`src/kvlp_pkg.sv`:
```
// Shared types and constants for the key/value line parser.
`default_nettype none

package kvlp_pkg;

   localparam int NAME_MAX_DEF  = 16;
   localparam int VALUE_MAX_DEF = 32;
   localparam int LIMIT_MAX     = 32;
   localparam int CNT_W         = $clog2(LIMIT_MAX + 1);
   localparam int LINE_W        = 16;
   localparam int CMD_DEPTH     = 2;
   localparam int OUT_DEPTH     = 4;

   typedef enum logic [1:0] {
      KIND_NAME  = 2'd0,
      KIND_VALUE = 2'd1,
      KIND_ERROR = 2'd2,
      KIND_DONE  = 2'd3
   } kind_type;

   typedef enum logic [1:0] {
      OP_PAIR      = 2'd0,
      OP_PAIR_DONE = 2'd1,
      OP_ERROR     = 2'd2,
      OP_DONE      = 2'd3
   } op_type;

   typedef struct packed {
      op_type            op;
      logic [CNT_W-1:0]  name_cnt;
      logic [CNT_W-1:0]  val_cnt;
      logic [LINE_W-1:0] line;
   } cmd_type;

   typedef struct packed {
      kind_type          kind;
      logic [7:0]        char_out;
      logic [LINE_W-1:0] line_number;
      logic              last;
   } rsp_type;

endpackage

`default_nettype wire

```
`src/kvlp_ram.sv`:
```
// Generic single-write, single-read RAM with registered read data.
`default_nettype none

module kvlp_ram #(
   parameter int WIDTH = 8,
   parameter int DEPTH = 16
) (
   input  wire logic                                      clock,
   input  wire logic                                      wr_en,
   input  wire logic [((DEPTH > 1) ? $clog2(DEPTH) : 1)-1:0] wr_addr,
   input  wire logic [WIDTH-1:0]                          wr_data,
   input  wire logic                                      rd_en,
   input  wire logic [((DEPTH > 1) ? $clog2(DEPTH) : 1)-1:0] rd_addr,
   output logic      [WIDTH-1:0]                          rd_data
);

   logic [WIDTH-1:0] mem_ff [DEPTH];
   logic [WIDTH-1:0] rd_data_ff;

   always_ff @(posedge clock) begin
      if (wr_en) begin
         mem_ff[wr_addr] <= wr_data;
      end
      if (rd_en) begin
         rd_data_ff <= mem_ff[rd_addr];
      end
   end

   assign rd_data = rd_data_ff;

endmodule

`default_nettype wire

```
`src/kvlp_fifo.sv`:
```
// Small register FIFO used for the command queue and the result queue.
`default_nettype none

module kvlp_fifo #(
   parameter int WIDTH = 8,
   parameter int DEPTH = 2
) (
   input  wire logic                           clock,
   input  wire logic                           reset,
   input  wire logic                           push,
   input  wire logic [WIDTH-1:0]               push_data,
   input  wire logic                           pop,
   output logic      [WIDTH-1:0]               pop_data,
   output logic                                empty,
   output logic                                full,
   output logic      [$clog2(DEPTH + 1)-1:0]   count
);

   localparam int AW = (DEPTH > 1) ? $clog2(DEPTH) : 1;
   localparam int CW = $clog2(DEPTH + 1);

   logic [WIDTH-1:0] slot_ff [DEPTH];
   logic [AW-1:0]    wr_ptr_ff, wr_ptr_in;
   logic [AW-1:0]    rd_ptr_ff, rd_ptr_in;
   logic [CW-1:0]    count_ff, count_in;
   logic             do_push, do_pop;

   assign empty    = (count_ff == '0);
   assign full     = (count_ff == CW'(DEPTH));
   assign count    = count_ff;
   assign pop_data = slot_ff[rd_ptr_ff];
   assign do_push  = push && !full;
   assign do_pop   = pop && !empty;

   always_comb begin
      wr_ptr_in = wr_ptr_ff;
      rd_ptr_in = rd_ptr_ff;
      count_in  = count_ff;
      if (do_push) begin
         wr_ptr_in = (wr_ptr_ff == AW'(DEPTH - 1)) ? '0 : wr_ptr_ff + 1'b1;
      end
      if (do_pop) begin
         rd_ptr_in = (rd_ptr_ff == AW'(DEPTH - 1)) ? '0 : rd_ptr_ff + 1'b1;
      end
      if (do_push && !do_pop) begin
         count_in = count_ff + 1'b1;
      end else if (do_pop && !do_push) begin
         count_in = count_ff - 1'b1;
      end
   end

   always_ff @(posedge clock) begin
      if (reset) begin
         wr_ptr_ff <= '0;
         rd_ptr_ff <= '0;
         count_ff  <= '0;
      end else begin
         wr_ptr_ff <= wr_ptr_in;
         rd_ptr_ff <= rd_ptr_in;
         count_ff  <= count_in;
      end
      if (do_push) begin
         slot_ff[wr_ptr_ff] <= push_data;
      end
   end

endmodule

`default_nettype wire

```
`src/kvlp_front.sv`:
```
// Front end: takes stream bytes, tracks parse mode, fills the stores, queues commands.
`default_nettype none

module kvlp_front #(
   parameter int NAME_MAX  = kvlp_pkg::NAME_MAX_DEF,
   parameter int VALUE_MAX = kvlp_pkg::VALUE_MAX_DEF
) (
   input  wire logic                                          clock,
   input  wire logic                                          reset,
   input  wire logic [7:0]                                    req_data_byte,
   input  wire logic                                          req_end_of_input,
   input  wire logic                                          req_push,
   output logic                                               req_full,
   output logic                                               cmd_push,
   output kvlp_pkg::cmd_type                                  cmd_data,
   input  wire logic                                          cmd_full,
   output logic                                               name_we,
   output logic [((NAME_MAX > 1) ? $clog2(NAME_MAX) : 1)-1:0]   name_waddr,
   output logic                                               val_we,
   output logic [((VALUE_MAX > 1) ? $clog2(VALUE_MAX) : 1)-1:0] val_waddr,
   output logic [7:0]                                         wdata,
   input  wire logic                                          pair_release
);

   import kvlp_pkg::*;

   localparam int NCW = $clog2(NAME_MAX + 1);
   localparam int VCW = $clog2(VALUE_MAX + 1);
   localparam int NAW = (NAME_MAX > 1) ? $clog2(NAME_MAX) : 1;
   localparam int VAW = (VALUE_MAX > 1) ? $clog2(VALUE_MAX) : 1;

   localparam logic [7:0] CH_EQUALS = 8'h3D;
   localparam logic [7:0] CH_HASH   = 8'h23;
   localparam logic [7:0] CH_CR     = 8'd13;
   localparam logic [7:0] CH_LF     = 8'd10;
   localparam logic [7:0] CH_UNDER  = 8'h5F;

   typedef enum logic [1:0] {
      MODE_NAME    = 2'd0,
      MODE_VALUE   = 2'd1,
      MODE_COMMENT = 2'd2
   } mode_type;

   function automatic logic name_char_ok(input logic [7:0] c);
      return (c == CH_UNDER) ||
             (c >= 8'h61 && c <= 8'h7A) ||
             (c >= 8'h41 && c <= 8'h5A) ||
             (c >= 8'h30 && c <= 8'h39);
   endfunction

   mode_type          mode_ff, mode_in;
   logic [NCW-1:0]    name_cnt_ff, name_cnt_in;
   logic [VCW-1:0]    val_cnt_ff, val_cnt_in;
   logic [LINE_W-1:0] line_ff, line_in, line_next;
   logic              halted_ff, halted_in;
   logic              busy_ff, busy_in;
   logic              accept;
   logic              fail;

   assign req_full   = cmd_full || busy_ff;
   assign accept     = req_push && !req_full;
   assign line_next  = (line_ff == '1) ? line_ff : line_ff + 1'b1;
   assign name_waddr = name_cnt_ff[NAW-1:0];
   assign val_waddr  = val_cnt_ff[VAW-1:0];
   assign wdata      = req_data_byte;

   always_comb begin
      mode_in           = mode_ff;
      name_cnt_in       = name_cnt_ff;
      val_cnt_in        = val_cnt_ff;
      line_in           = line_ff;
      halted_in         = halted_ff;
      busy_in           = busy_ff && !pair_release;
      cmd_push          = 1'b0;
      cmd_data.op       = OP_ERROR;
      cmd_data.name_cnt = CNT_W'(name_cnt_ff);
      cmd_data.val_cnt  = CNT_W'(val_cnt_ff);
      cmd_data.line     = line_ff;
      name_we           = 1'b0;
      val_we            = 1'b0;
      fail              = 1'b0;

      if (accept && !halted_ff) begin
         if (req_end_of_input) begin
            cmd_push    = 1'b1;
            halted_in   = 1'b1;
            if (mode_ff == MODE_VALUE) begin
               cmd_data.op = OP_PAIR_DONE;
               busy_in     = 1'b1;
            end else begin
               cmd_data.op = OP_DONE;
            end
         end else begin
            unique case (mode_ff)
               MODE_NAME: begin
                  if (req_data_byte == CH_EQUALS) begin
                     if (name_cnt_ff == '0) begin
                        fail = 1'b1;
                     end else begin
                        mode_in    = MODE_VALUE;
                        val_cnt_in = '0;
                     end
                  end else if (req_data_byte == CH_HASH) begin
                     mode_in = MODE_COMMENT;
                  end else if (req_data_byte == CH_CR && name_cnt_ff == '0) begin
                     mode_in = MODE_NAME;
                  end else if (req_data_byte == CH_LF && name_cnt_ff == '0) begin
                     line_in = line_next;
                  end else if (name_char_ok(req_data_byte)) begin
                     if (name_cnt_ff == NCW'(NAME_MAX)) begin
                        fail = 1'b1;
                     end else begin
                        name_we     = 1'b1;
                        name_cnt_in = name_cnt_ff + 1'b1;
                     end
                  end else begin
                     fail = 1'b1;
                  end
               end
               MODE_VALUE: begin
                  if (req_data_byte == CH_LF) begin
                     cmd_push    = 1'b1;
                     cmd_data.op = OP_PAIR;
                     busy_in     = 1'b1;
                     mode_in     = MODE_NAME;
                     name_cnt_in = '0;
                     val_cnt_in  = '0;
                     line_in     = line_next;
                  end else if (req_data_byte == CH_CR) begin
                     mode_in = MODE_VALUE;
                  end else if (val_cnt_ff == VCW'(VALUE_MAX)) begin
                     fail = 1'b1;
                  end else begin
                     val_we     = 1'b1;
                     val_cnt_in = val_cnt_ff + 1'b1;
                  end
               end
               MODE_COMMENT: begin
                  if (req_data_byte == CH_LF) begin
                     mode_in = MODE_NAME;
                     line_in = line_next;
                  end
               end
               default: begin
                  mode_in = MODE_NAME;
               end
            endcase
            if (fail) begin
               cmd_push    = 1'b1;
               cmd_data.op = OP_ERROR;
               halted_in   = 1'b1;
            end
         end
      end
   end

   always_ff @(posedge clock) begin
      if (reset) begin
         mode_ff     <= MODE_NAME;
         name_cnt_ff <= '0;
         val_cnt_ff  <= '0;
         line_ff     <= LINE_W'(1);
         halted_ff   <= 1'b0;
         busy_ff     <= 1'b0;
      end else begin
         mode_ff     <= mode_in;
         name_cnt_ff <= name_cnt_in;
         val_cnt_ff  <= val_cnt_in;
         line_ff     <= line_in;
         halted_ff   <= halted_in;
         busy_ff     <= busy_in;
      end
   end

   // The stores must not change while the back end still reads a pair.
   a_no_write_while_busy: assert property (@(posedge clock) disable iff (reset)
      busy_ff |-> !(name_we || val_we))
      else $error("store written while a pair is being emitted");

   a_halt_holds: assert property (@(posedge clock) disable iff (reset)
      halted_ff |=> (halted_ff && !cmd_push))
      else $error("halted parser produced a command");

endmodule

`default_nettype wire

```
`src/kvlp_back.sv`:
```
// Back end: carries out queued commands, reading the stores and filling the result queue.
`default_nettype none

module kvlp_back #(
   parameter int NAME_MAX  = kvlp_pkg::NAME_MAX_DEF,
   parameter int VALUE_MAX = kvlp_pkg::VALUE_MAX_DEF
) (
   input  wire logic                                          clock,
   input  wire logic                                          reset,
   input  wire logic                                          cmd_empty,
   input  wire kvlp_pkg::cmd_type                             cmd_data,
   output logic                                               cmd_pop,
   output logic                                               name_re,
   output logic [((NAME_MAX > 1) ? $clog2(NAME_MAX) : 1)-1:0]   name_raddr,
   input  wire logic [7:0]                                    name_rdata,
   output logic                                               val_re,
   output logic [((VALUE_MAX > 1) ? $clog2(VALUE_MAX) : 1)-1:0] val_raddr,
   input  wire logic [7:0]                                    val_rdata,
   output logic                                               out_push,
   output kvlp_pkg::rsp_type                                  out_data,
   input  wire logic [$clog2(kvlp_pkg::OUT_DEPTH + 1)-1:0]    out_count,
   output logic                                               pair_release
);

   import kvlp_pkg::*;

   localparam int NAW = (NAME_MAX > 1) ? $clog2(NAME_MAX) : 1;
   localparam int VAW = (VALUE_MAX > 1) ? $clog2(VALUE_MAX) : 1;

   typedef enum logic [1:0] {
      B_IDLE  = 2'd0,
      B_NAME  = 2'd1,
      B_VALUE = 2'd2,
      B_TERM  = 2'd3
   } state_type;

   state_type         state_ff, state_in;
   op_type            op_ff, op_in;
   logic [CNT_W-1:0]  n_ff, n_in;
   logic [CNT_W-1:0]  v_ff, v_in;
   logic [CNT_W-1:0]  idx_ff, idx_in;
   logic [CNT_W-1:0]  idx_next;
   logic [LINE_W-1:0] line_ff, line_in;
   kind_type          term_kind_ff, term_kind_in;
   logic              rd_pending_ff, rd_pending_in;
   logic              rd_sel_val_ff, rd_sel_val_in;
   logic              rd_last_ff, rd_last_in;
   logic              can_issue;
   logic              room;

   assign idx_next   = idx_ff + 1'b1;
   assign name_raddr = idx_ff[NAW-1:0];
   assign val_raddr  = idx_ff[VAW-1:0];
   // One read may be in flight; count it against the result queue space.
   assign can_issue  = (32'(out_count) + 32'(rd_pending_ff)) < OUT_DEPTH;
   assign room       = 32'(out_count) < OUT_DEPTH;

   always_comb begin
      state_in      = state_ff;
      op_in         = op_ff;
      n_in          = n_ff;
      v_in          = v_ff;
      idx_in        = idx_ff;
      line_in       = line_ff;
      term_kind_in  = term_kind_ff;
      rd_pending_in = 1'b0;
      rd_sel_val_in = rd_sel_val_ff;
      rd_last_in    = rd_last_ff;
      cmd_pop       = 1'b0;
      name_re       = 1'b0;
      val_re        = 1'b0;
      pair_release  = 1'b0;
      out_push      = 1'b0;
      out_data.kind        = term_kind_ff;
      out_data.char_out    = '0;
      out_data.line_number = line_ff;
      out_data.last        = 1'b1;

      if (rd_pending_ff) begin
         out_push          = 1'b1;
         out_data.kind     = rd_sel_val_ff ? KIND_VALUE : KIND_NAME;
         out_data.char_out = rd_sel_val_ff ? val_rdata : name_rdata;
         out_data.last     = rd_last_ff;
      end

      unique case (state_ff)
         B_IDLE: begin
            if (!cmd_empty) begin
               cmd_pop = 1'b1;
               op_in   = cmd_data.op;
               n_in    = cmd_data.name_cnt;
               v_in    = cmd_data.val_cnt;
               line_in = cmd_data.line;
               idx_in  = '0;
               if (cmd_data.op == OP_PAIR || cmd_data.op == OP_PAIR_DONE) begin
                  term_kind_in = KIND_DONE;
                  state_in     = B_NAME;
               end else begin
                  term_kind_in = (cmd_data.op == OP_ERROR) ? KIND_ERROR : KIND_DONE;
                  state_in     = B_TERM;
               end
            end
         end
         B_NAME: begin
            if (can_issue) begin
               name_re       = 1'b1;
               rd_pending_in = 1'b1;
               rd_sel_val_in = 1'b0;
               rd_last_in    = (idx_next == n_ff) && (v_ff == '0);
               if (idx_next == n_ff) begin
                  idx_in = '0;
                  if (v_ff != '0) begin
                     state_in = B_VALUE;
                  end else begin
                     pair_release = 1'b1;
                     state_in     = (op_ff == OP_PAIR_DONE) ? B_TERM : B_IDLE;
                  end
               end else begin
                  idx_in = idx_next;
               end
            end
         end
         B_VALUE: begin
            if (can_issue) begin
               val_re        = 1'b1;
               rd_pending_in = 1'b1;
               rd_sel_val_in = 1'b1;
               rd_last_in    = (idx_next == v_ff);
               if (idx_next == v_ff) begin
                  idx_in       = '0;
                  pair_release = 1'b1;
                  state_in     = (op_ff == OP_PAIR_DONE) ? B_TERM : B_IDLE;
               end else begin
                  idx_in = idx_next;
               end
            end
         end
         B_TERM: begin
            // Wait for the last pair byte to land before the closing request.
            if (!rd_pending_ff && room) begin
               out_push = 1'b1;
               state_in = B_IDLE;
            end
         end
         default: begin
            state_in = B_IDLE;
         end
      endcase
   end

   always_ff @(posedge clock) begin
      if (reset) begin
         state_ff      <= B_IDLE;
         rd_pending_ff <= 1'b0;
      end else begin
         state_ff      <= state_in;
         rd_pending_ff <= rd_pending_in;
      end
      op_ff         <= op_in;
      n_ff          <= n_in;
      v_ff          <= v_in;
      idx_ff        <= idx_in;
      line_ff       <= line_in;
      term_kind_ff  <= term_kind_in;
      rd_sel_val_ff <= rd_sel_val_in;
      rd_last_ff    <= rd_last_in;
   end

   a_no_overflow: assert property (@(posedge clock) disable iff (reset)
      out_push |-> room)
      else $error("result pushed into a full queue");

   a_read_lands: assert property (@(posedge clock) disable iff (reset)
      (name_re || val_re) |=> (out_push && out_data.kind != KIND_ERROR))
      else $error("store read did not produce a character result");

endmodule

`default_nettype wire

```
`src/key_value_line_parser.sv`:
```
// Top level of the key/value line parser: front end, command queue, stores, back end.
//
//   channel   direction  handshake            payload
//   req_      in         req_push / req_full   req_data_byte, req_end_of_input
//   rsp_      out        rsp_pop / rsp_empty   rsp_kind, rsp_char_out, rsp_line_number, rsp_last
//
// Ordinary bytes are taken one per cycle while req_full is low. A completed pair holds
// req_full high until the back end issues the read of its last stored byte, which takes
// longer while the result queue is full, as the back end reads the stores through their
// single read port and fills the four-entry result queue.
// Reset is synchronous; the stores are not cleared and hold data only once written.
// A full result queue stalls the back end; a full command queue stalls the front end.
`default_nettype none

module key_value_line_parser #(
   parameter int NAME_MAX  = kvlp_pkg::NAME_MAX_DEF,
   parameter int VALUE_MAX = kvlp_pkg::VALUE_MAX_DEF
) (
   input  wire logic        clock,
   input  wire logic        reset,
   input  wire logic [7:0]  req_data_byte,
   input  wire logic        req_end_of_input,
   input  wire logic        req_push,
   output logic             req_full,
   output logic [1:0]       rsp_kind,
   output logic [7:0]       rsp_char_out,
   output logic [15:0]      rsp_line_number,
   output logic             rsp_last,
   output logic             rsp_empty,
   input  wire logic        rsp_pop
);

   import kvlp_pkg::*;

   localparam int NAW = (NAME_MAX > 1) ? $clog2(NAME_MAX) : 1;
   localparam int VAW = (VALUE_MAX > 1) ? $clog2(VALUE_MAX) : 1;
   localparam int OCW = $clog2(OUT_DEPTH + 1);
   localparam int QCW = $clog2(CMD_DEPTH + 1);

   cmd_type        cmd_wdata, cmd_rdata;
   logic           cmd_push, cmd_full, cmd_empty, cmd_pop;
   logic [QCW-1:0] cmd_count;
   logic           name_we, val_we, name_re, val_re;
   logic [NAW-1:0] name_waddr, name_raddr;
   logic [VAW-1:0] val_waddr, val_raddr;
   logic [7:0]     wdata, name_rdata, val_rdata;
   logic           pair_release;
   rsp_type        out_wdata, out_rdata;
   logic           out_push, out_full;
   logic [OCW-1:0] out_count;

   kvlp_front #(.NAME_MAX(NAME_MAX), .VALUE_MAX(VALUE_MAX)) u_front (
      .clock            (clock),
      .reset            (reset),
      .req_data_byte    (req_data_byte),
      .req_end_of_input (req_end_of_input),
      .req_push         (req_push),
      .req_full         (req_full),
      .cmd_push         (cmd_push),
      .cmd_data         (cmd_wdata),
      .cmd_full         (cmd_full),
      .name_we          (name_we),
      .name_waddr       (name_waddr),
      .val_we           (val_we),
      .val_waddr        (val_waddr),
      .wdata            (wdata),
      .pair_release     (pair_release)
   );

   kvlp_fifo #(.WIDTH($bits(cmd_type)), .DEPTH(CMD_DEPTH)) u_cmd_q (
      .clock     (clock),
      .reset     (reset),
      .push      (cmd_push),
      .push_data (cmd_wdata),
      .pop       (cmd_pop),
      .pop_data  (cmd_rdata),
      .empty     (cmd_empty),
      .full      (cmd_full),
      .count     (cmd_count)
   );

   kvlp_ram #(.WIDTH(8), .DEPTH(NAME_MAX)) u_name_ram (
      .clock   (clock),
      .wr_en   (name_we),
      .wr_addr (name_waddr),
      .wr_data (wdata),
      .rd_en   (name_re),
      .rd_addr (name_raddr),
      .rd_data (name_rdata)
   );

   kvlp_ram #(.WIDTH(8), .DEPTH(VALUE_MAX)) u_val_ram (
      .clock   (clock),
      .wr_en   (val_we),
      .wr_addr (val_waddr),
      .wr_data (wdata),
      .rd_en   (val_re),
      .rd_addr (val_raddr),
      .rd_data (val_rdata)
   );

   kvlp_back #(.NAME_MAX(NAME_MAX), .VALUE_MAX(VALUE_MAX)) u_back (
      .clock        (clock),
      .reset        (reset),
      .cmd_empty    (cmd_empty),
      .cmd_data     (cmd_rdata),
      .cmd_pop      (cmd_pop),
      .name_re      (name_re),
      .name_raddr   (name_raddr),
      .name_rdata   (name_rdata),
      .val_re       (val_re),
      .val_raddr    (val_raddr),
      .val_rdata    (val_rdata),
      .out_push     (out_push),
      .out_data     (out_wdata),
      .out_count    (out_count),
      .pair_release (pair_release)
   );

   kvlp_fifo #(.WIDTH($bits(rsp_type)), .DEPTH(OUT_DEPTH)) u_rsp_q (
      .clock     (clock),
      .reset     (reset),
      .push      (out_push),
      .push_data (out_wdata),
      .pop       (rsp_pop),
      .pop_data  (out_rdata),
      .empty     (rsp_empty),
      .full      (out_full),
      .count     (out_count)
   );

   assign rsp_kind        = out_rdata.kind;
   assign rsp_char_out    = out_rdata.char_out;
   assign rsp_line_number = out_rdata.line_number;
   assign rsp_last        = out_rdata.last;

   a_cmd_bounded: assert property (@(posedge clock) disable iff (reset)
      cmd_push |-> (!cmd_full && 32'(cmd_count) < CMD_DEPTH))
      else $error("command pushed into a full queue");

   a_rsp_bounded: assert property (@(posedge clock) disable iff (reset)
      out_push |-> !out_full)
      else $error("result pushed into a full queue");

endmodule

`default_nettype wire
```
`config.mk`:
```
export PLATFORM = sky130hd
export DESIGN_NAME = key_value_line_parser
export DESIGN_NICKNAME = d
export VERILOG_FILES = /design/src/kvlp_pkg.sv /design/src/kvlp_ram.sv /design/src/kvlp_fifo.sv /design/src/kvlp_front.sv /design/src/kvlp_back.sv /design/src/key_value_line_parser.sv
export SDC_FILE = /design/constraint.sdc
export NUM_CORES = 1
export LEC_CHECK = 0
export BUFFER_PORTS_ARGS = -buffer_cell sky130_fd_sc_hd__buf_4
export CAP_MARGIN = 5
export CORE_ASPECT_RATIO = 0.7
export CORE_UTILIZATION = 30
export DETAILED_ROUTE_END_ITERATION = 8
export GPL_TIMING_DRIVEN = 0
export PLACE_DENSITY = 0.48
export REMOVE_ABC_BUFFERS = 1
export SLEW_MARGIN = 20
export SYNTH_ARGS = -nofsm -noshare
export SYNTH_HDL_FRONTEND = slang
export SYNTH_SLANG_ARGS = --single-unit
export TNS_END_PERCENT = 100
```
`constraint.sdc`:
```
create_clock -name clock -period 9.9 [get_ports clock]
set_input_delay 1.98 -clock clock [delete_from_list [all_inputs] [get_ports clock]]
set_output_delay 1.98 -clock clock [all_outputs]
set_load 0.05 [all_outputs]
```
==> flow_summary.json, run 1 <==
{
  "status": "finished with violations",
  "violations": "design-rule violations",
  "drv_cap": 0,
  "n_antenna_cell": 0,
  "antenna_found_initial": 0,
  "synth_fa_ha_area_share_pct": 1.31,
  "cts_inserted_buffers": 67,
  "slew_violations": 0,
  "syn_inst": 1509,
  "grt_max_degree": 59,
  "syn_area_per_cell_sq_um": 17.4,
  "clk_latency_ps": 610,
  "drt-initial-drc-count": 1137,
  "cp_data_required_time_ps": 10120,
  "area_delta_synth_final_pct": 16.2,
  "dp.cells": 2666,
  "yosysUniqueCellTypes": 72,
  "max_freq_ghz": 0.196,
  "finalCritPeriodShare_pct": 51.4,
  "drt-total-wl_mm": 59.2,
  "synthMuxAreaShare_pct": 12.6,
  "vias": 13400,
  "hold_slack_ps": 479,
  "core-area_sq_um": 86400,
  "slowest_stage": "nor3_2",
  "synth_edf_count": 604,
  "cts_setup_buffers": 0,
  "initial_core_util_pct": 30.3,
  "rrSetupSlack_ps": 6060,
  "rsz0062_at_grt": "false",
  "critPathMaxFanout": 55,
  "syn_area_sq_um": 26200,
  "cp-start-kind": "input port",
  "final_area_sq_um": 30400,
  "hold_path.startpoint": "u_front.mode_ff[0]$_SDFFE_PP0P_",
  "place_area_sq_um": 28400,
  "drc": 1,
  "hp-class": "reg -> reg",
  "ant_nets": 0,
  "dr.pass1.iters": 7,
  "gp_congestion": 0.747,
  "grt_pass1_vias": 13600,
  "cp_num_buf_inv": 1,
  "async_flop_share_pct": 0,
  "gr-usage-all-layers_pct": 13.5,
  "port_buffers": 41,
  "rows": 90,
  "max_stage_delay_ps": 770,
  "routedWlPerCell_um": 21.3,
  "power.total_uw": 8160,
  "clk_path_buf_depth": 3,
  "nets": 1624,
  "die_y_um": 249,
  "grt-ovfl-total": 0,
  "synth-seq-area-share_pct": 72.9,
  "cts-root-buf": "clkbuf_16",
  "arrival_ps": 5310,
  "leakage_uw": 0.00969,
  "clk_pin_slew_ps": 60,
  "synthXorXnorAreaFrac_pct": 1.17,
  "fp.dieW_um": 355,
  "final-setup-viol-count": 0,
  "ctsResizeCount": 0,
  "path_class": "in -> reg",
  "ys_ff_latch": 652,
  "viasPerCell": 4.82,
  "end_kind": "register",
  "cp-startpoint": "req_data_byte[2]",
  "crit_chain": "buf_4 > and4b_1 > o32ai_1 > or4_1 > nor3_2 > nand2_1 > nor2_1",
  "synthFlopType": "edfxtp_1",
  "layout_min_cycle_time_ps": 5090,
  "hold_buffers": 0,
  "grt_pass1_wl_mm": 88.7,
  "ios": 42,
  "peakVddDrop_mv": 0.127,
  "timing.rr.start": "u_front.name_cnt_ff[0]$_SDFFE_PP0P_",
  "dieArea_sq_um": 88600,
  "multi_input_area_sq_um": 6750,
  "crit_family": "simple AND/OR/NAND/NOR gates",
  "cts_tree": "yes",
  "worst_slew_pin_slew_ps": 1050,
  "cts.htree.levels": 3,
  "finalHoldViolations": 0,
  "cellPowerDensity_nw_per_um2": 268,
  "synth_compound_area_share_pct": 4.53,
  "post-route-util_pct": 35.3,
  "cts.sinks": 652,
  "drive_above_1_share_pct": 20.2,
  "register_area_sq_um": 19100,
  "fin_skew_ps": 23.9,
  "max_slew_margin_pct": 30.0,
  "synth_top_family_by_area": "multiplexers",
  "n_fill_cell": 7996,
  "final_cells": 2782,
  "hpwlAfterDp_mm": 38.7,
  "synthSimpleGateAreaFrac_pct": 6.01,
  "yosysWarnings": 0
}
-- flip-flops by register name (all words and copies together) (netlist names), 6 cells and up, named ones only --
register            flops
u_front.val_cnt_ff      6
u_name_ram.rd_data      8
u_rsp_q.slot_ff       108
u_back.v_ff             6
u_front.line_ff        16
u_back.idx_ff           6
u_back.line_ff         16
u_cmd_q.slot_ff        58
u_name_ram.mem_ff     128
u_val_ram.mem_ff      256
u_val_ram.rd_data       8
-- synthesized netlist by cell type, types with 15 or more instances --
library cell,instances,area share (%)
edfxtp_1,604,69
nor2_1,105,1.5
mux4_2,83,7.1
mux2i_1,78,3.0
mux2_2,56,2.4
nand2_1,50,0.72
dfxtp_1,48,3.7
o21ai_0,46,0.88
a21oi_1,45,0.86
clkbuf_1,39,0.56
nand3_1,26,0.50
xor2_1,26,0.87
ha_1,25,1.2
inv_1,20,0.29
nor2b_1,20,0.48
and3_1,18,0.43
o22ai_1,18,0.43
buf_2,16,0.31
o221ai_1,15,0.50
-- cell families after synthesis --
kind of cell               count (synthesis)
muxes                                    218
buffers and inverters                     91
AOI/OAI and AO/OA                        182
adders and majority gates                 27
and+or+nand+nor                          304
DFF                                      652
xor gates and xnor gates                  35
-- tightest hold or removal path: cells and delay by family (launching register included) --
| family | cells | cell delay (ps) |
|---|---|---|
| flops | 1 | 320 |
| compound gates | 1 | 50 |
| simple gates | 1 | 60 |
-- through the flow --
stage / setup TNS, ps / setup WS [ps]
2_1_floorplan: 0 / 2550
3_3_place_gp: -356 / -277
3_5_place_dp: 0 / 4240
4_1_cts: 0 / 4890
5_1_grt: 0 / 4650
6_report: 0 / 4810
-- metal layers --
metal / track usage [%] / share of wire (%) / up-vias
met5: 0 / 0 / -
li1: - / - / 6139
met2: 18.8 / 42 / 261
met3: 3.30 / 5.4 / 69
met4: 2.94 / 1.5 / 0
met1: 20.8 / 51 / 6947
-- power by group --
part           internal (uW)  switching [uW]
logic                    922            1300
registers               3320             178
clock network           1400            1050
-- path summary, 6_finish.rpt --
kind / to / depth (start not counted)
worst max-delay path: u_name_ram.mem_ff[4][0]$_DFFE_PP_ / 7
worst min register to register: u_front.mode_ff[0]$_SDFFE_PP0P_ / 2
worst max register to register: u_name_ram.mem_ff[4][0]$_DFFE_PP_ / 7
worst min-delay path: u_front.mode_ff[0]$_SDFFE_PP0P_ / 2
-- layout make-up --
type | count | area share [%]
timing repair buffer | 77 | 3.30
multi-input combinational | 766 | 22.2
sequential | 652 | 62.7
tap | 1150 | 4.73
inverter | 21 | 0.259
clock buffer | 90 | 5.96
clock inverter | 26 | 0.851
-- placed cells by master (no fill, tap or decap), types with 20 or more instances in the layout --
cell       count
edfxtp_1     604
ha_1          25
mux2_2        56
nand2_1       49
mux4_2        83
clkbuf_16     69
a21oi_1       45
dfxtp_1       45
nor2_1       103
xor2_1        26
mux2i_1       78
clkbuf_1      20
nand3_1       26
buf_4         43
o21ai_0       46
(Power assumes the default switching activity.)
==> run 2, diff against run 1 <==
--- a/config.mk
+++ b/config.mk
@@ -11,7 +11,7 @@
 export CORE_UTILIZATION = 30
 export DETAILED_ROUTE_END_ITERATION = 8
 export GPL_TIMING_DRIVEN = 0
-export PLACE_DENSITY = 0.48
+export PLACE_DENSITY = 0.5
 export REMOVE_ABC_BUFFERS = 1
 export SLEW_MARGIN = 20
 export SYNTH_ARGS = -nofsm -noshare
==> constraint.sdc (replaced) <==
create_clock -name clock -period 4.5 [get_ports clock]
set_input_delay 0.9 -clock clock [delete_from_list [all_inputs] [get_ports clock]]
set_output_delay 0.9 -clock clock [all_outputs]
set_load 0.05 [all_outputs]
==> run 2 against run 1 <==
Against the previous run: sequential power up 120%; critical path depth unchanged; highest routed layer unchanged; the run now ends clean; power up 120%; cell area down 0.39%; core utilization down 0.14 points; hold slack better by 5.7 ps; cell count about the same; wire length down 1.2%.
==> flow_summary.json, run 2 (synthesis results as in run 1) <==
{
  "status": "finished, final reports clean",
  "drt-initial-drc-count": 1305,
  "final-setup-viol-count": 0,
  "whs_endpoint": "u_front.halted_ff$_SDFFE_PP0P_",
  "ios": 42,
  "cts_inserted_buffers": 66,
  "clk_pin_slew_ps": 60,
  "drv_cap": 0,
  "hold_path.startpoint": "u_front.halted_ff$_SDFFE_PP0P_",
  "arrival_ps": 4180,
  "gr-usage-all-layers_pct": 13.3,
  "timing.rr.start": "u_front.name_cnt_ff[2]$_SDFFE_PP0P_",
  "dp.cells": 2663,
  "cp_num_buf_inv": 1,
  "end_kind": "register",
  "area_delta_synth_final_pct": 15.7,
  "worst_slew_pin_slew_ps": 1060,
  "layout_common_cells": "edfxtp_1, nor2_1, mux4_2, mux2i_1, clkbuf_16",
  "finalHoldViolations": 0,
  "fp.dieW_um": 355,
  "grt_max_degree": 59,
  "rsz0062_at_grt": "false",
  "routedWlPerCell_um": 21.0,
  "clk_latency_ps": 610,
  "path_class": "in -> reg",
  "cts_setup_buffers": 0,
  "power.total_uw": 17800,
  "grt_pass1_wl_mm": 88.2,
  "critPathMaxFanout": 54,
  "cts.sinks": 652,
  "layout_commonest_cell": "edfxtp_1",
  "viasPerCell": 4.86,
  "multi_input_area_sq_um": 6740,
  "leakage_uw": 0.00965,
  "drive_above_1_share_pct": 20.6,
  "dr.pass1.iters": 5,
  "die_y_um": 249,
  "register_area_sq_um": 19100,
  "rrSetupSlack_ps": 670,
  "final_cells": 2781,
  "ff2ff_path_depth": 6,
  "rows": 90,
  "gp_congestion": 0.787,
  "peakVddDrop_mv": 0.304,
  "cellPowerDensity_nw_per_um2": 587,
  "ctsResizeCount": 0,
  "largest_reg_flops": 256,
  "hold_buffers": 0,
  "hpwlAfterDp_mm": 38.3,
  "slew_violations": 0,
  "n_fill_cell": 8045,
  "drc": 0,
  "max_slew_margin_pct": 29.3,
  "core-area_sq_um": 86400,
  "fin_skew_ps": 32.1,
  "hp-class": "reg -> reg",
  "cp_data_required_time_ps": 4700,
  "cts_tree": "yes",
  "grt_pass1_vias": 13800,
  "max_stage_delay_ps": 750,
  "crit_family": "simple AND/OR/NAND/NOR gates",
  "cts.htree.levels": 3,
  "cp-start-kind": "input port",
  "vias": 13500,
  "top_regs": "u_val_ram.mem_ff: 256 flops, u_name_ram.mem_ff: 128 flops, u_rsp_q.slot_ff: 108 flops",
  "ant_nets": 0,
  "initial_core_util_pct": 30.3,
  "drt-total-wl_mm": 58.5,
  "clk_path_buf_depth": 3,
  "whs_path_depth": 2,
  "dieArea_sq_um": 88600,
  "port_buffers": 41,
  "layout_min_cycle_time_ps": 3970,
  "slowest_stage": "nor3_2",
  "finalCritPeriodShare_pct": 88.3,
  "crit_chain": "buf_4 > and4b_1 > o32ai_1 > or4_1 > nor3_2 > nand2_1 > nor2_1",
  "antenna_found_initial": 1,
  "grt-ovfl-total": 0,
  "nets": 1620,
  "reg2reg_to": "u_name_ram.mem_ff[7][0]$_DFFE_PP_",
  "max_freq_ghz": 0.252,
  "cts-root-buf": "clkbuf_16",
  "top_register": "u_val_ram.mem_ff"
}
[run 2: worst max path at each step]
stage	slack (ps)	cells past startpoint	from	end
CTS	570	7	req_data_byte[0]	u_name_ram.mem_ff[12][0]$_DFFE_PP_
global route	300	7	req_data_byte[0]	u_name_ram.mem_ff[7][7]$_DFFE_PP_
detailed placement	-70	7	req_data_byte[0]	u_name_ram.mem_ff[7][6]$_DFFE_PP_
floorplan	-2850	7	u_back.idx_ff[0]$_DFFE_PP_	u_back.idx_ff[0]$_DFFE_PP_
finish	530	7	req_data_byte[0]	u_name_ram.mem_ff[7][0]$_DFFE_PP_
global placement	-5560	6	u_back.idx_ff[0]$_DFFE_PP_	u_back.idx_ff[0]$_DFFE_PP_
[run 2: area by class of cell]
class	count	share of cell area [%]
timing repair buffer	74	2.87
sequential	652	63.0
clock inverter	33	0.998
antenna	1	0.00825
clock buffer	84	5.91
tap	1150	4.74
inverter	21	0.260
multi-input combinational	766	22.2
[run 2: metrics by stage]
stage	setup slack [ps]	utilization [%]	hold slack (ps)	setup TNS [ps]	area (sq um)
after floorplan	-2850	-	442	-50670	25900
after global placement	-5560	32.0	467	-166920	27600
after detailed placement	-68.5	32.7	468	-1220	28200
after CTS	575	35.1	487	0	30300
after global routing	296	35.1	525	0	30300
final	526	35.1	485	0	30300
[run 2: worst min-delay path: cells and delay by family (launching register included)]
kind | cells | cell delay (ps)
simple gates | 1 | 80
compound gates | 1 | 50
flops | 1 | 330
[run 2: per-layer routing]
metal  up-vias  GRT usage (%)  part of all wire [%]
met4         0           3.41                   1.8
li1       6135              -                     -
met3        75           2.89                   5.2
met1      6999           20.2                    49
met5         -              0                     0
met2       301           19.2                    43
[run 2: where the power goes]
part	switching, uW	internal, uW	leakage (uW)
registers	410	7300	0.00587
logic	2810	1920	0.00275
clock network	2290	3070	0.00103
total	5510	12300	0.00965
==> run 3, diff against run 2 <==
--- a/config.mk
+++ b/config.mk
@@ -16,5 +16,6 @@
 export SLEW_MARGIN = 20
 export SYNTH_ARGS = -nofsm -noshare
 export SYNTH_HDL_FRONTEND = slang
+export SYNTH_HIERARCHICAL = 1
 export SYNTH_SLANG_ARGS = --single-unit
 export TNS_END_PERCENT = 100
==> run 3 against run 2 <==
Against the previous run: cell count is 4.7% lower; die area is 1.2% higher; clock skew is 11 ps lower; fmax is 1.9% lower; synthesized cell count is 7.8% lower; register-to-register slack worse by 220 ps; worst setup slack worse by 77 ps; synthesized area is 1.2% higher; count of clock-buffer cells in the layout is 18 lower; non-clock buffer count stayed put; via count is 4.8% lower; critical path type unchanged; critical endpoint is now u_name_ram/mem_ff[3][0]$_DFFE_PP_; largest cell class unchanged.
==> flow_summary.json, run 3 <==
{
  "path_class": "in -> reg",
  "cp-startpoint": "req_data_byte[0]",
  "cts_inserted_buffers": 61,
  "layout_min_cycle_time_ps": 4050,
  "crit_path_frequent_cell": "nor2_1",
  "place_area_sq_um": 28400,
  "clk_pin_slew_ps": 60,
  "largest_reg_flops": 256,
  "max_freq_ghz": 0.247,
  "cts.htree.levels": 2,
  "core-area_sq_um": 86800,
  "setup_tns_ps": 0,
  "hpwlAfterDp_mm": 36.6,
  "dr.pass1.iters": 5,
  "critPathMaxFanout": 54,
  "crit_chain": "buf_4 > and4b_1 > o32ai_1 > nor4_1 > nand2_1 > nor2_1 > or3b_2 > nor2_1",
  "synth-seq-area-share_pct": 72.3,
  "dieArea_sq_um": 89600,
  "use_met3_pct": 2.13,
  "synth_edf_count": 607,
  "cp-start-kind": "input port",
  "area_delta_synth_final_pct": 14.7,
  "finalHoldViolations": 0,
  "top_regs": "u_val_ram/mem_ff: 256 flops, u_name_ram/mem_ff: 128 flops, u_rsp_q/slot_ff: 108 flops",
  "fp.dieW_um": 357,
  "grt_use_met2_pct": 18.5,
  "drive_above_1_share_pct": 26.1,
  "gr-usage-all-layers_pct": 12.7,
  "ios": 42,
  "hold_path.startpoint": "u_cmd_q/wr_ptr_ff$_SDFFE_PP0P_",
  "synth_top_area_share_pct": 68.7,
  "grt_pass1_wl_mm": 85.4,
  "timing.rr.start": "u_front/name_cnt_ff[0]$_SDFFE_PP0P_",
  "gp_congestion": 0.734,
  "top_usage_layer": "met1",
  "slew_violations": 0,
  "slowest_stage": "nor2_1",
  "synthFlopType": "edfxtp_1",
  "rsz0062_at_grt": "false",
  "ff2ff_path_depth": 8,
  "drt-initial-drc-count": 975,
  "layout_common_cells": "edfxtp_1, mux4_2, nor2_1, clkbuf_16, dfxtp_1",
  "syn_inst": 1392,
  "drt-total-wl_mm": 56.5,
  "yosysWarnings": 6,
  "port_buffers": 41,
  "cts.sinks": 655,
  "grt_pass1_vias": 13200,
  "nets": 1482,
  "grt_max_degree": 60,
  "finalCritPeriodShare_pct": 90.0,
  "layout_commonest_cell": "edfxtp_1",
  "final_area_sq_um": 30400,
  "hold_buffers": 0,
  "clk_latency_ps": 630,
  "vias": 12900,
  "async_flop_share_pct": 0,
  "initial_core_util_pct": 30.6,
  "grt-ovfl-total": 0,
  "cellPowerDensity_nw_per_um2": 587,
  "synth_area_leaders": "edfxtp_1, mux4_2, dfxtp_1, mux2_2, nor2_1",
  "ys_ff_latch": 655,
  "cp_data_required_time_ps": 4750,
  "cp-endpoint": "u_name_ram/mem_ff[3][0]$_DFFE_PP_",
  "arrival_ps": 4300,
  "max_stage_delay_ps": 740,
  "synth_most_common_cell": "edfxtp_1",
  "die_y_um": 251,
  "fin_skew_ps": 21.3,
  "rrSetupSlack_ps": 450,
  "syn_area_per_cell_sq_um": 19.1,
  "max_slew_margin_pct": 30.4,
  "final-setup-viol-count": 0,
  "cts_setup_buffers": 0,
  "yosysUniqueCellTypes": 96,
  "clk_path_buf_depth": 3,
  "rows": 90,
  "syn_area_sq_um": 26500,
  "routedWlPerCell_um": 21.3,
  "end_kind": "register",
  "hp-class": "reg -> reg",
  "drc": 0,
  "leakage_uw": 0.00953,
  "reg2reg_to": "u_name_ram/mem_ff[3][0]$_DFFE_PP_",
  "status": "finished, final reports clean",
  "viasPerCell": 4.86,
  "worst_slew_pin_slew_ps": 1040,
  "cts_tree": "yes",
  "top_register": "u_val_ram/mem_ff",
  "yosysTopAreaCell": "edfxtp_1",
  "antenna_found_initial": 2,
  "drv_cap": 0,
  "peakVddDrop_mv": 0.272,
  "ctsResizeCount": 0,
  "grt_util_met1_pct": 19.5,
  "cts-root-buf": "clkbuf_16",
  "ant_nets": 0,
  "yosys-top-cells-count": "edfxtp_1, mux4_2, nor2_1"
}
==> run 3: cells by family (layout without fill, tap and decap cells) <==
logic type / after synthesis / after routing / synth area share, %
AOI/OAI and AO/OA: 97 / 97 / 2.74
other: 1 / 3 / 0.0141
xor gates and xnor gates: 35 / 35 / 1.33
adders and majority gates: 22 / 22 / 1.07
buffers and inverters: 107 / 212 / 2.54
DFF: 655 / 655 / 72.3
and+or+nand+nor: 283 / 283 / 5.77
muxes: 192 / 192 / 14.2
==> run 3: how the worst min path moves through the flow <==
stage,endpoint,slack [ps],cells past startpoint
after floorplan,u_cmd_q/slot_ff[0][15]$_DFFE_PP_,450,0
after global placement,u_cmd_q/wr_ptr_ff$_SDFFE_PP0P_,470,2
after detailed placement,register,490,2
after CTS,u_cmd_q/wr_ptr_ff$_SDFFE_PP0P_,500,2
after global routing,u_rsp_q/slot_ff[1][14]$_DFFE_PP_,530,0
final,u_cmd_q/wr_ptr_ff$_SDFFE_PP0P_,500,2
==> run 3: metal layers <==
| metal | routed length [um] | vias to the layer above | part of all wire (%) |
|---|---|---|---|
| li1 | - | 5710 | - |
| met5 | 0 | - | 0 |
| met3 | 2430 | 74 | 4.3 |
| met2 | 24600 | 260 | 44 |
| met4 | 1050 | 0 | 1.9 |
| met1 | 28400 | 6822 | 50 |
==> run 3: cell type report <==
cell class / count / area (sq um)
Clock buffer: 66 / 1550
Fill cell: 7988 / 56400
Clock inverter: 47 / 460
Antenna cell: 2 / 5.00
Inverter: 25 / 113
Multi-Input combinational cell: 630 / 6700
Sequential cell: 655 / 19200
Tap cell: 1150 / 1440
Timing Repair Buffer: 74 / 973
==> run 3: through the flow <==
step	hold WS [ps]	power, uW	cells	util, %	setup WS, ps
3_3_place_gp	466	12400	2501	31.9	-3900
3_5_place_dp	487	12900	2534	32.7	-169
2_1_floorplan	448	11000	1310	-	-1330
5_1_grt	527	18700	2647	35.0	237
4_1_cts	496	18100	2647	35.0	477
6_report	497	17900	2649	35.0	449
==> run 3: critical path: cells and delay by family <==
family,cells,cell delay (ps)
buf+inv,1,460
compound gates,1,100
simple gates,6,2770
==> run 3: power by group <==
part | internal, uW | switching [uW]
Combinational | 2310 | 2650
Clock | 2940 | 2270
Sequential | 7320 | 385
Total | 12600 | 5300
